--- config.mk ---
export PLATFORM = sky130hd
export DESIGN_NAME = next_multiset_k_permutation
export DESIGN_NICKNAME = d
export VERILOG_FILES = /design/src/rtl/core/nmkp_pkg.sv /design/src/rtl/core/nmkp_mem.sv /design/src/rtl/core/next_multiset_k_permutation.sv
export SDC_FILE = /design/constraint.sdc
export NUM_CORES = 1
export LEC_CHECK = 0
export BUFFER_PORTS_ARGS = -buffer_cell sky130_fd_sc_hd__buf_4
export CORE_ASPECT_RATIO = 0.5
export CORE_UTILIZATION = 57
export DETAILED_ROUTE_END_ITERATION = 8
export HOLD_SLACK_MARGIN = 0.05
export PLACE_DENSITY = 0.77
export SKIP_LAST_GASP = 1
export SYNTH_ARGS = -nofsm -noshare
export SYNTH_HDL_FRONTEND = slang
export SYNTH_SLANG_ARGS = --single-unit
--- constraint.sdc ---
create_clock -name clock -period 3.74 [get_ports clock]
set_clock_uncertainty 0.15 [all_clocks]
set_input_delay 0.187 -clock clock [delete_from_list [all_inputs] [get_ports clock]]
set_output_delay 0.187 -clock clock [all_outputs]
set_load 0.02 [all_outputs]
--- src/rtl/core/nmkp_pkg.sv ---
// shared constants, types and codes for the next multiset k-permutation block
package nmkp_pkg;

   // array geometry
   localparam int MaxElements = 64;
   localparam int AddrW       = $clog2(MaxElements);
   localparam int SymW        = 6;
   localparam int CntW        = 7;

   // request operations
   localparam logic OP_LOAD    = 1'b0;
   localparam logic OP_ADVANCE = 1'b1;

   // register indexes, decoded from the word address
   localparam logic REG_TOTAL_COUNT   = 1'b0;
   localparam logic REG_PREFIX_LENGTH = 1'b1;

   // sequencer states
   typedef enum logic [3:0] {
      ST_IDLE,
      ST_SCAN_RD,
      ST_SCAN_CMP,
      ST_REV_RD,
      ST_SWAP_A,
      ST_SWAP_B,
      ST_ASC_RD,
      ST_ASC_CMP,
      ST_PIV_RD,
      ST_PIV_CMP,
      ST_EMIT_RD,
      ST_EMIT_OUT,
      ST_EXH_OUT
   } state_type;

   // which step a swap or reversal belongs to
   typedef enum logic [1:0] {
      PH_EDGE,
      PH_REV1,
      PH_PIVOT,
      PH_REV2
   } phase_type;

   // symbol memory access: write port and both read ports
   typedef struct packed {
      logic             we;
      logic [AddrW-1:0] waddr;
      logic [SymW-1:0]  wdata;
      logic             re;
      logic [AddrW-1:0] raddr0;
      logic [AddrW-1:0] raddr1;
   } mem_req_type;

endpackage

--- src/rtl/core/nmkp_mem.sv ---
// symbol memory: one write port, two registered read ports
module nmkp_mem (
   input  logic                      clock,
   input  nmkp_pkg::mem_req_type     mem_req,
   output logic [nmkp_pkg::SymW-1:0] rd0,
   output logic [nmkp_pkg::SymW-1:0] rd1
);
   import nmkp_pkg::*;

   logic [SymW-1:0] mem_ff [MaxElements];
   logic [SymW-1:0] rd0_ff;
   logic [SymW-1:0] rd1_ff;

   // write port
   always_ff @(posedge clock) begin
      if (mem_req.we) begin
         mem_ff[mem_req.waddr] <= mem_req.wdata;
      end
   end

   // read ports hold their data until the next read
   always_ff @(posedge clock) begin
      if (mem_req.re) begin
         rd0_ff <= mem_ff[mem_req.raddr0];
         rd1_ff <= mem_ff[mem_req.raddr1];
      end
   end

   assign rd0 = rd0_ff;
   assign rd1 = rd1_ff;

endmodule

--- src/rtl/core/next_multiset_k_permutation.sv ---
// top level: next k-permutation of a stored multiset in lexicographic order
//
// Usage. Requests arrive on req_* (valid/stall). A load request (op 0) writes
// load_symbol to array position load_position and produces no response; it
// is taken only while idle. An advance request (op 1) moves the first k entries
// to the next k-permutation and then returns k responses on rsp_*, positions
// 0..k-1, with last set on the final one; if none exists it returns a single
// response with exhausted and last set. n and k come from the registers
// total_count and prefix_length over the APB-style port and are clipped to
// 1..64 and 1..n when an advance starts.
// Timing. All array work goes through one symbol memory with two read ports
// and one write port, one access step per cycle while no response stalls: the
// tail scan reads and compares each element, every swap of a reversal reads
// both ends and writes them back in turn, the ascent and pivot searches read
// and compare per element and the output reads each symbol before sending it.
// One request is worked on at a time; req_stall is high until the last
// response of an advance has been taken.
// Reset clears the sequencer and sets both registers to 64; the array itself
// is not cleared and holds unknown data until loaded. A stalled response is
// held unchanged, and the sequencer waits for it.
module next_multiset_k_permutation (
   input  logic        clock,
   input  logic        reset,
   // request channel
   input  logic        req_valid,
   output logic        req_stall,
   input  logic        req_op,
   input  logic [5:0]  req_load_position,
   input  logic [5:0]  req_load_symbol,
   // response channel
   output logic        rsp_valid,
   input  logic        rsp_stall,
   output logic [5:0]  rsp_position,
   output logic [5:0]  rsp_symbol,
   output logic        rsp_last,
   output logic        rsp_exhausted,
   // register port
   input  logic        psel,
   input  logic        penable,
   input  logic        pwrite,
   input  logic [2:0]  paddr,
   input  logic [31:0] pwdata,
   output logic [31:0] prdata,
   output logic        pready
);
   import nmkp_pkg::*;

   state_type        state_ff, state_in;
   phase_type        phase_ff, phase_in;
   logic [CntW-1:0]  total_count_ff, prefix_length_ff;
   logic [CntW-1:0]  n_ff, n_in, k_ff, k_in;
   logic [CntW-1:0]  n_sat, k_sat;
   logic [AddrW-1:0] i_ff, i_in, j_ff, j_in, p_ff, p_in;
   logic [CntW-1:0]  lo_ff, lo_in, hi_ff, hi_in;
   logic [AddrW-1:0] swap_x, swap_y;
   logic [SymW-1:0]  rd0, rd1;
   logic             req_take, csr_write, rev_more, emit_last;
   mem_req_type      mem_req;

   // register port
   assign pready    = 1'b1;
   assign csr_write = psel && penable && pwrite;

   always_ff @(posedge clock) begin
      if (reset) begin
         total_count_ff   <= CntW'(MaxElements);
         prefix_length_ff <= CntW'(MaxElements);
      end else if (csr_write) begin
         if (paddr[2] == REG_TOTAL_COUNT) begin
            total_count_ff <= pwdata[CntW-1:0];
         end else begin
            prefix_length_ff <= pwdata[CntW-1:0];
         end
      end
   end

   always_comb begin
      prdata = '0;
      if (paddr[2] == REG_PREFIX_LENGTH) begin
         prdata[CntW-1:0] = prefix_length_ff;
      end else begin
         prdata[CntW-1:0] = total_count_ff;
      end
   end

   // clip n and k for the advance about to start
   always_comb begin
      n_sat = total_count_ff;
      if (total_count_ff == '0) begin
         n_sat = CntW'(1);
      end else if (total_count_ff > CntW'(MaxElements)) begin
         n_sat = CntW'(MaxElements);
      end
      k_sat = prefix_length_ff;
      if (prefix_length_ff == '0) begin
         k_sat = CntW'(1);
      end else if (prefix_length_ff > n_sat) begin
         k_sat = n_sat;
      end
   end

   // handshake helpers
   assign req_stall = (state_ff != ST_IDLE);
   assign req_take  = req_valid && !req_stall;
   assign rev_more  = (lo_ff + CntW'(1)) < hi_ff;
   assign emit_last = ({1'b0, p_ff} + CntW'(1)) == k_ff;

   // swap operands per step
   always_comb begin
      case (phase_ff)
         PH_EDGE: begin
            swap_x = AddrW'(k_ff - CntW'(1));
            swap_y = j_ff;
         end
         PH_PIVOT: begin
            swap_x = i_ff;
            swap_y = j_ff;
         end
         default: begin
            swap_x = lo_ff[AddrW-1:0];
            swap_y = AddrW'(hi_ff - CntW'(1));
         end
      endcase
   end

   // next state
   always_comb begin
      state_in = state_ff;
      case (state_ff)
         ST_IDLE: begin
            if (req_take && req_op == OP_ADVANCE) begin
               if (k_sat < n_sat) begin
                  state_in = ST_SCAN_RD;
               end else if (k_sat < CntW'(2)) begin
                  state_in = ST_EXH_OUT;
               end else begin
                  state_in = ST_ASC_RD;
               end
            end
         end
         ST_SCAN_RD: state_in = ST_SCAN_CMP;
         ST_SCAN_CMP: begin
            if (rd1 > rd0) begin
               state_in = ST_SWAP_A;
            end else if (({1'b0, j_ff} + CntW'(1)) == n_ff) begin
               state_in = ST_REV_RD;
            end else begin
               state_in = ST_SCAN_RD;
            end
         end
         ST_REV_RD: begin
            if (rev_more) begin
               state_in = ST_SWAP_A;
            end else if (phase_ff == PH_REV1) begin
               state_in = (k_ff < CntW'(2)) ? ST_EXH_OUT : ST_ASC_RD;
            end else begin
               state_in = ST_EMIT_RD;
            end
         end
         ST_SWAP_A: state_in = ST_SWAP_B;
         ST_SWAP_B: begin
            state_in = (phase_ff == PH_EDGE) ? ST_EMIT_RD : ST_REV_RD;
         end
         ST_ASC_RD: state_in = ST_ASC_CMP;
         ST_ASC_CMP: begin
            if (rd0 < rd1) begin
               state_in = ST_PIV_RD;
            end else if (i_ff == '0) begin
               state_in = ST_EXH_OUT;
            end else begin
               state_in = ST_ASC_RD;
            end
         end
         ST_PIV_RD: state_in = ST_PIV_CMP;
         ST_PIV_CMP: begin
            state_in = (rd0 >= rd1) ? ST_PIV_RD : ST_SWAP_A;
         end
         ST_EMIT_RD: state_in = ST_EMIT_OUT;
         ST_EMIT_OUT: begin
            if (!rsp_stall) begin
               state_in = emit_last ? ST_IDLE : ST_EMIT_RD;
            end
         end
         ST_EXH_OUT: begin
            if (!rsp_stall) begin
               state_in = ST_IDLE;
            end
         end
         default: state_in = ST_IDLE;
      endcase
   end

   // datapath updates, memory accesses and responses
   always_comb begin
      phase_in       = phase_ff;
      n_in           = n_ff;
      k_in           = k_ff;
      i_in           = i_ff;
      j_in           = j_ff;
      p_in           = p_ff;
      lo_in          = lo_ff;
      hi_in          = hi_ff;
      mem_req        = '0;
      rsp_valid      = 1'b0;
      rsp_position   = p_ff;
      rsp_symbol     = rd0;
      rsp_last       = emit_last;
      rsp_exhausted  = 1'b0;
      case (state_ff)
         ST_IDLE: begin
            if (req_take && req_op == OP_LOAD) begin
               mem_req.we    = 1'b1;
               mem_req.waddr = req_load_position;
               mem_req.wdata = req_load_symbol;
            end else if (req_take) begin
               n_in     = n_sat;
               k_in     = k_sat;
               j_in     = AddrW'(k_sat);
               i_in     = AddrW'(k_sat - CntW'(2));
               phase_in = PH_EDGE;
            end
         end
         ST_SCAN_RD: begin
            mem_req.re     = 1'b1;
            mem_req.raddr0 = AddrW'(k_ff - CntW'(1));
            mem_req.raddr1 = j_ff;
         end
         ST_SCAN_CMP: begin
            if (!(rd1 > rd0)) begin
               j_in = j_ff + AddrW'(1);
               if (({1'b0, j_ff} + CntW'(1)) == n_ff) begin
                  phase_in = PH_REV1;
                  lo_in    = k_ff;
                  hi_in    = n_ff;
                  i_in     = AddrW'(k_ff - CntW'(2));
               end
            end
         end
         ST_REV_RD: begin
            mem_req.re     = 1'b1;
            mem_req.raddr0 = lo_ff[AddrW-1:0];
            mem_req.raddr1 = AddrW'(hi_ff - CntW'(1));
            p_in           = '0;
         end
         ST_SWAP_A: begin
            mem_req.we    = 1'b1;
            mem_req.waddr = swap_x;
            mem_req.wdata = rd1;
         end
         ST_SWAP_B: begin
            mem_req.we    = 1'b1;
            mem_req.waddr = swap_y;
            mem_req.wdata = rd0;
            p_in          = '0;
            if (phase_ff == PH_PIVOT) begin
               phase_in = PH_REV2;
               lo_in    = {1'b0, i_ff} + CntW'(1);
               hi_in    = n_ff;
            end else if (phase_ff != PH_EDGE) begin
               lo_in = lo_ff + CntW'(1);
               hi_in = hi_ff - CntW'(1);
            end
         end
         ST_ASC_RD: begin
            mem_req.re     = 1'b1;
            mem_req.raddr0 = i_ff;
            mem_req.raddr1 = i_ff + AddrW'(1);
         end
         ST_ASC_CMP: begin
            if (rd0 < rd1) begin
               j_in     = AddrW'(n_ff - CntW'(1));
               phase_in = PH_PIVOT;
            end else if (i_ff != '0) begin
               i_in = i_ff - AddrW'(1);
            end
         end
         ST_PIV_RD: begin
            mem_req.re     = 1'b1;
            mem_req.raddr0 = i_ff;
            mem_req.raddr1 = j_ff;
         end
         ST_PIV_CMP: begin
            if (rd0 >= rd1) begin
               j_in = j_ff - AddrW'(1);
            end
         end
         ST_EMIT_RD: begin
            mem_req.re     = 1'b1;
            mem_req.raddr0 = p_ff;
            mem_req.raddr1 = p_ff;
         end
         ST_EMIT_OUT: begin
            rsp_valid = 1'b1;
            if (!rsp_stall) begin
               p_in = p_ff + AddrW'(1);
            end
         end
         ST_EXH_OUT: begin
            rsp_valid     = 1'b1;
            rsp_position  = '0;
            rsp_symbol    = '0;
            rsp_last      = 1'b1;
            rsp_exhausted = 1'b1;
         end
         default: begin
            rsp_valid = 1'b0;
         end
      endcase
   end

   // control registers
   always_ff @(posedge clock) begin
      if (reset) begin
         state_ff <= ST_IDLE;
         phase_ff <= PH_EDGE;
      end else begin
         state_ff <= state_in;
         phase_ff <= phase_in;
      end
   end

   // working indexes
   always_ff @(posedge clock) begin
      n_ff  <= n_in;
      k_ff  <= k_in;
      i_ff  <= i_in;
      j_ff  <= j_in;
      p_ff  <= p_in;
      lo_ff <= lo_in;
      hi_ff <= hi_in;
   end

   // symbol memory
   nmkp_mem u_mem (
      .clock   (clock),
      .mem_req (mem_req),
      .rd0     (rd0),
      .rd1     (rd1)
   );

   // checks
   property p_exhausted_alone;
      @(posedge clock) disable iff (reset)
         (rsp_valid && rsp_exhausted) |-> (rsp_last && rsp_position == '0);
   endproperty
   a_exhausted_alone: assert property (p_exhausted_alone)
      else $error("exhausted response not marked last at position zero");

   property p_no_request_while_responding;
      @(posedge clock) disable iff (reset)
         rsp_valid |-> req_stall;
   endproperty
   a_no_request_while_responding: assert property (p_no_request_while_responding)
      else $error("request taken while a response is pending");

   property p_no_read_write_overlap;
      @(posedge clock) disable iff (reset)
         !(mem_req.we && mem_req.re);
   endproperty
   a_no_read_write_overlap: assert property (p_no_read_write_overlap)
      else $error("symbol memory read and written in the same cycle");

   property p_emit_order;
      @(posedge clock) disable iff (reset)
         (rsp_valid && !rsp_stall && !rsp_last) |=> (p_ff == $past(p_ff) + AddrW'(1));
   endproperty
   a_emit_order: assert property (p_emit_order)
      else $error("response position did not advance by one");

endmodule

==> summary.txt <==
Run status
  • Outcome: complete, no violations

Timing
  • Final setup violating endpoints: 0
  • Final Cycle Share: 99.77%
  • Setup TNS: 0 ns
  • Relative max-transition margin: 42.70%
  • Slew @ Worst Pin: 0.8563 ns
  • Fin worst setup slack: 0.008581 ns
  • Max Slew Vio Count: 0
  • Fin crit period: 3.731 ns
  • Final Hold Fails: 0
  • RSZ-0062 raised after global routing: yes
  • FMAX: 268.0 MHz

Clocking
  • Max clock buf depth: 3
  • Clk sink count: 462
  • Worst-path clk slew: 0.07 ns
  • CTS Buf Count: 42
  • Clock Latency Late Sink: 0.59 ns
  • H-tree levels: 2
  • CTS tree: built
  • Root buffer cell: clkbuf_16

Yosys
  • EDFF count, synth: 442
  • Post-synthesis cell area: 25,140 um^2
  • Most frequent cells after synthesis: nand2_1 (577), edfxtp_1 (442), nand3_1 (183)
  • Distinct cells, synth: 79
  • Ys Warns: 0
  • Seq cells post-synth: 462
  • Synth top area share: 52.79%
  • Main flop type after synthesis: edfxtp_1
  • Most frequent cell after synthesis: nand2_1
  • Average size of a mapped cell: 10.67 um^2
  • Leading area contributor after synthesis: edfxtp_1
  • Share of synthesized registers carrying an async set or reset: 0%
  • Sequential area share after synthesis: 54.38%
  • Synth area leaders: edfxtp_1 (53%), nand2_1 (8.6%), mux4_2 (6.1%)
  • Gate Count Post-Synth: 2,357

Finish
  • Area delta synth->final: 17.63%
  • Register area: 13,680 um^2
  • Fin cells: 3,202
  • Layout fillers: 2,985
  • Final net count: 2,685
  • Layout cells sized above 1: 19.33%
  • Area of the multi-input gates: 10,660 um^2

Hold path
  • Hold Path Class: input pin to register

Placement
  • Detailed-placement wirelength estimate: 56,620 um
  • # placed instances: 3,098
  • GPL Wtd Cong: 1.031
  • Port Buffers: 50
  • Pre-CTS worst setup slack: 0.002500 ns

Die
  • Core footprint: 42,710 um^2
  • Die Ht: 150.5 um
  • Die span in x: 299.0 um
  • Boundary Pins: 104
  • # rows: 53
  • Starting Density: 58.87%
  • Die area: 45,000 um^2

GRT
  • Grt total ovfl: 0
  • Tot GR Track Use: 36.33%
  • Global-route wire length before repair: 121,800 um
  • Pin count of the biggest net entering global routing: 65
  • Initial antenna violation count: 5
  • Vias in the first global route: 19,920

Job
  • Max_cap viols: 0

Worst setup path
  • Worst Path Required: 3.89 ns
  • Startpoint types: register
  • Crit path DAT: 3.88 ns
  • CP Max Fanout: 16
  • Critical setup path kind: register to register
  • Worst setup EP type: register

Detailed routing
  • Drt first pass iters: 7
  • DR iter-0 viols: 4,074
  • DRC viols: 0
  • Final ANT Viol Nets: 0
  • Drt total wl: 82,480 um
  • Vias per inst: 6.725
  • Vias: 21,530
  • WL/cell: 25.76 um

Pwr
  • Leak Pwr: 0.01111 uW
  • Maximum VDD drop: 0.0004473 V
  • Cell Pwr Density: 731.1 nW/um^2
-- where the power goes --
group          switching (uW)  total, uW  internal (uW)
logic                    6650      10400           3780
registers                 309       6880           6580
clock network            2010       4310           2300
-- through the flow --
stage	cell area [um^2]	util, %	hold slack (ns)	total power (uW)
CTS	29400	68.84	0.05413	21100
detailed placement	27860	65.23	0.2544	16800
finish	29570	69.25	0.08827	21620
floorplan	25230	-	0.1549	12540
global route	29570	69.24	0.1453	22230
global placement	27860	65.23	0.2578	16630
-- cell type report --
cell class / count / area share [%]
Clock inverter: 17 / 0.6219
Tap cell: 577 / 2.441
Clock buffer: 59 / 3.863
Timing Repair Buffer: 340 / 10.15
Inverter: 50 / 0.6346
Sequential cell: 462 / 46.24
Antenna cell: 2 / 0.01692
Multi-Input combinational cell: 1695 / 36.03
-- registers in the layout, indices dropped and copies added, names as in the netlist, 4 cells and up --
name and flops:
u_mem.rd0 6, p_ff 6, u_mem.rd1 6, lo_ff 7, k_ff 7, prefix_length_ff 7
state_ff 4, i_ff 6, n_ff 7, total_count_ff 7, hi_ff 7, u_mem.mem_ff 384
j_ff 6
-- cells in the final DEF, fill, tap and decap left out, types with 9 or more instances in the layout --
cell type        n
conb_1          26
ha_1            37
nand2_1        576
dlygate4sd3_1   21
buf_12          31
a211oi_1        11
clkbuf_16       42
mux2_2          14
xor2_1          22
xnor2_1         26
edfxtp_1       442
clkbuf_1        13
o2111ai_1       20
a21oi_1         61
nor2b_1         20
a311oi_1        41
mux2i_1         30
nand4_1         21
or3_1           10
buf_4          286
and2_1          11
a31oi_1         22
nand3_1        183
o22ai_1          9
clkinv_1         9
nor3_1          24
a22oi_1         30
nor2_1         164
dfxtp_1         18
and3_1          59
o21ai_0         50
inv_1           42
mux4_2          68
-- critical path, cell delays in order (launching register included) --
cell	delay, ns
edfxtp_1	0.42
ha_1	0.25
xor2_1	0.33
nand2_1	0.10
o21ai_0	0.14
a221o_1	0.26
buf_12	0.19
buf_4	0.20
mux4_2	0.34
o2111ai_1	0.36
nand4_1	0.24
or3_1	0.45
-- path summary, 6_finish.rpt --
| check | end | slack (ns) | start | cells past startpoint |
|---|---|---|---|---|
| worst max register to register | u_mem.rd1[2]$_DFFE_PN_ | 0.009 | i_ff[1]$_DFFE_PP_ | 11 |
| worst min register to register | total_count_ff[0]$_SDFFE_PP0P_ | 0.43 | total_count_ff[0]$_SDFFE_PP0P_ | 2 |
| worst min-delay path | prefix_length_ff[0]$_SDFFE_PP0P_ | 0.09 | pwrite | 4 |
| worst max-delay path | u_mem.rd1[2]$_DFFE_PN_ | 0.009 | i_ff[1]$_DFFE_PP_ | 11 |
-- per-layer routing --
| layer | wire length (um) | up-vias | global-route usage, % |
|---|---|---|---|
| met1 | 29830 | 10280 | 49.01 |
| met2 | 35910 | 1777 | 55.84 |
| met3 | 12760 | 312 | 10.48 |
| li1 | - | 9160 | - |
| met5 | 41 | - | 0 |
| met4 | 3940 | 6 | 14.39 |
-- cell families (layout without fill, tap and decap cells) --
group	count (synthesis)	in the layout	synth area share, %
and+or+nand+nor	1114	1114	19.49
xor gates and xnor gates	48	48	1.672
DFF	462	462	54.38
buffers and inverters	224	466	4.305
adders and majority gates	39	39	1.971
AOI/OAI and AO/OA	354	354	10.15
muxes	114	114	7.992
other	2	28	0.02987
-- repair_timing --
action | CTS | global route
endpoints found under the setup margin | 1 | 55
setup buffers | 1 | 4
hold buffers | 21 | 0
resized for setup | 0 | 36
hold endpoints to repair | 25 | 0
pin swaps | 1 | 9
(Power assumes the default switching activity.)
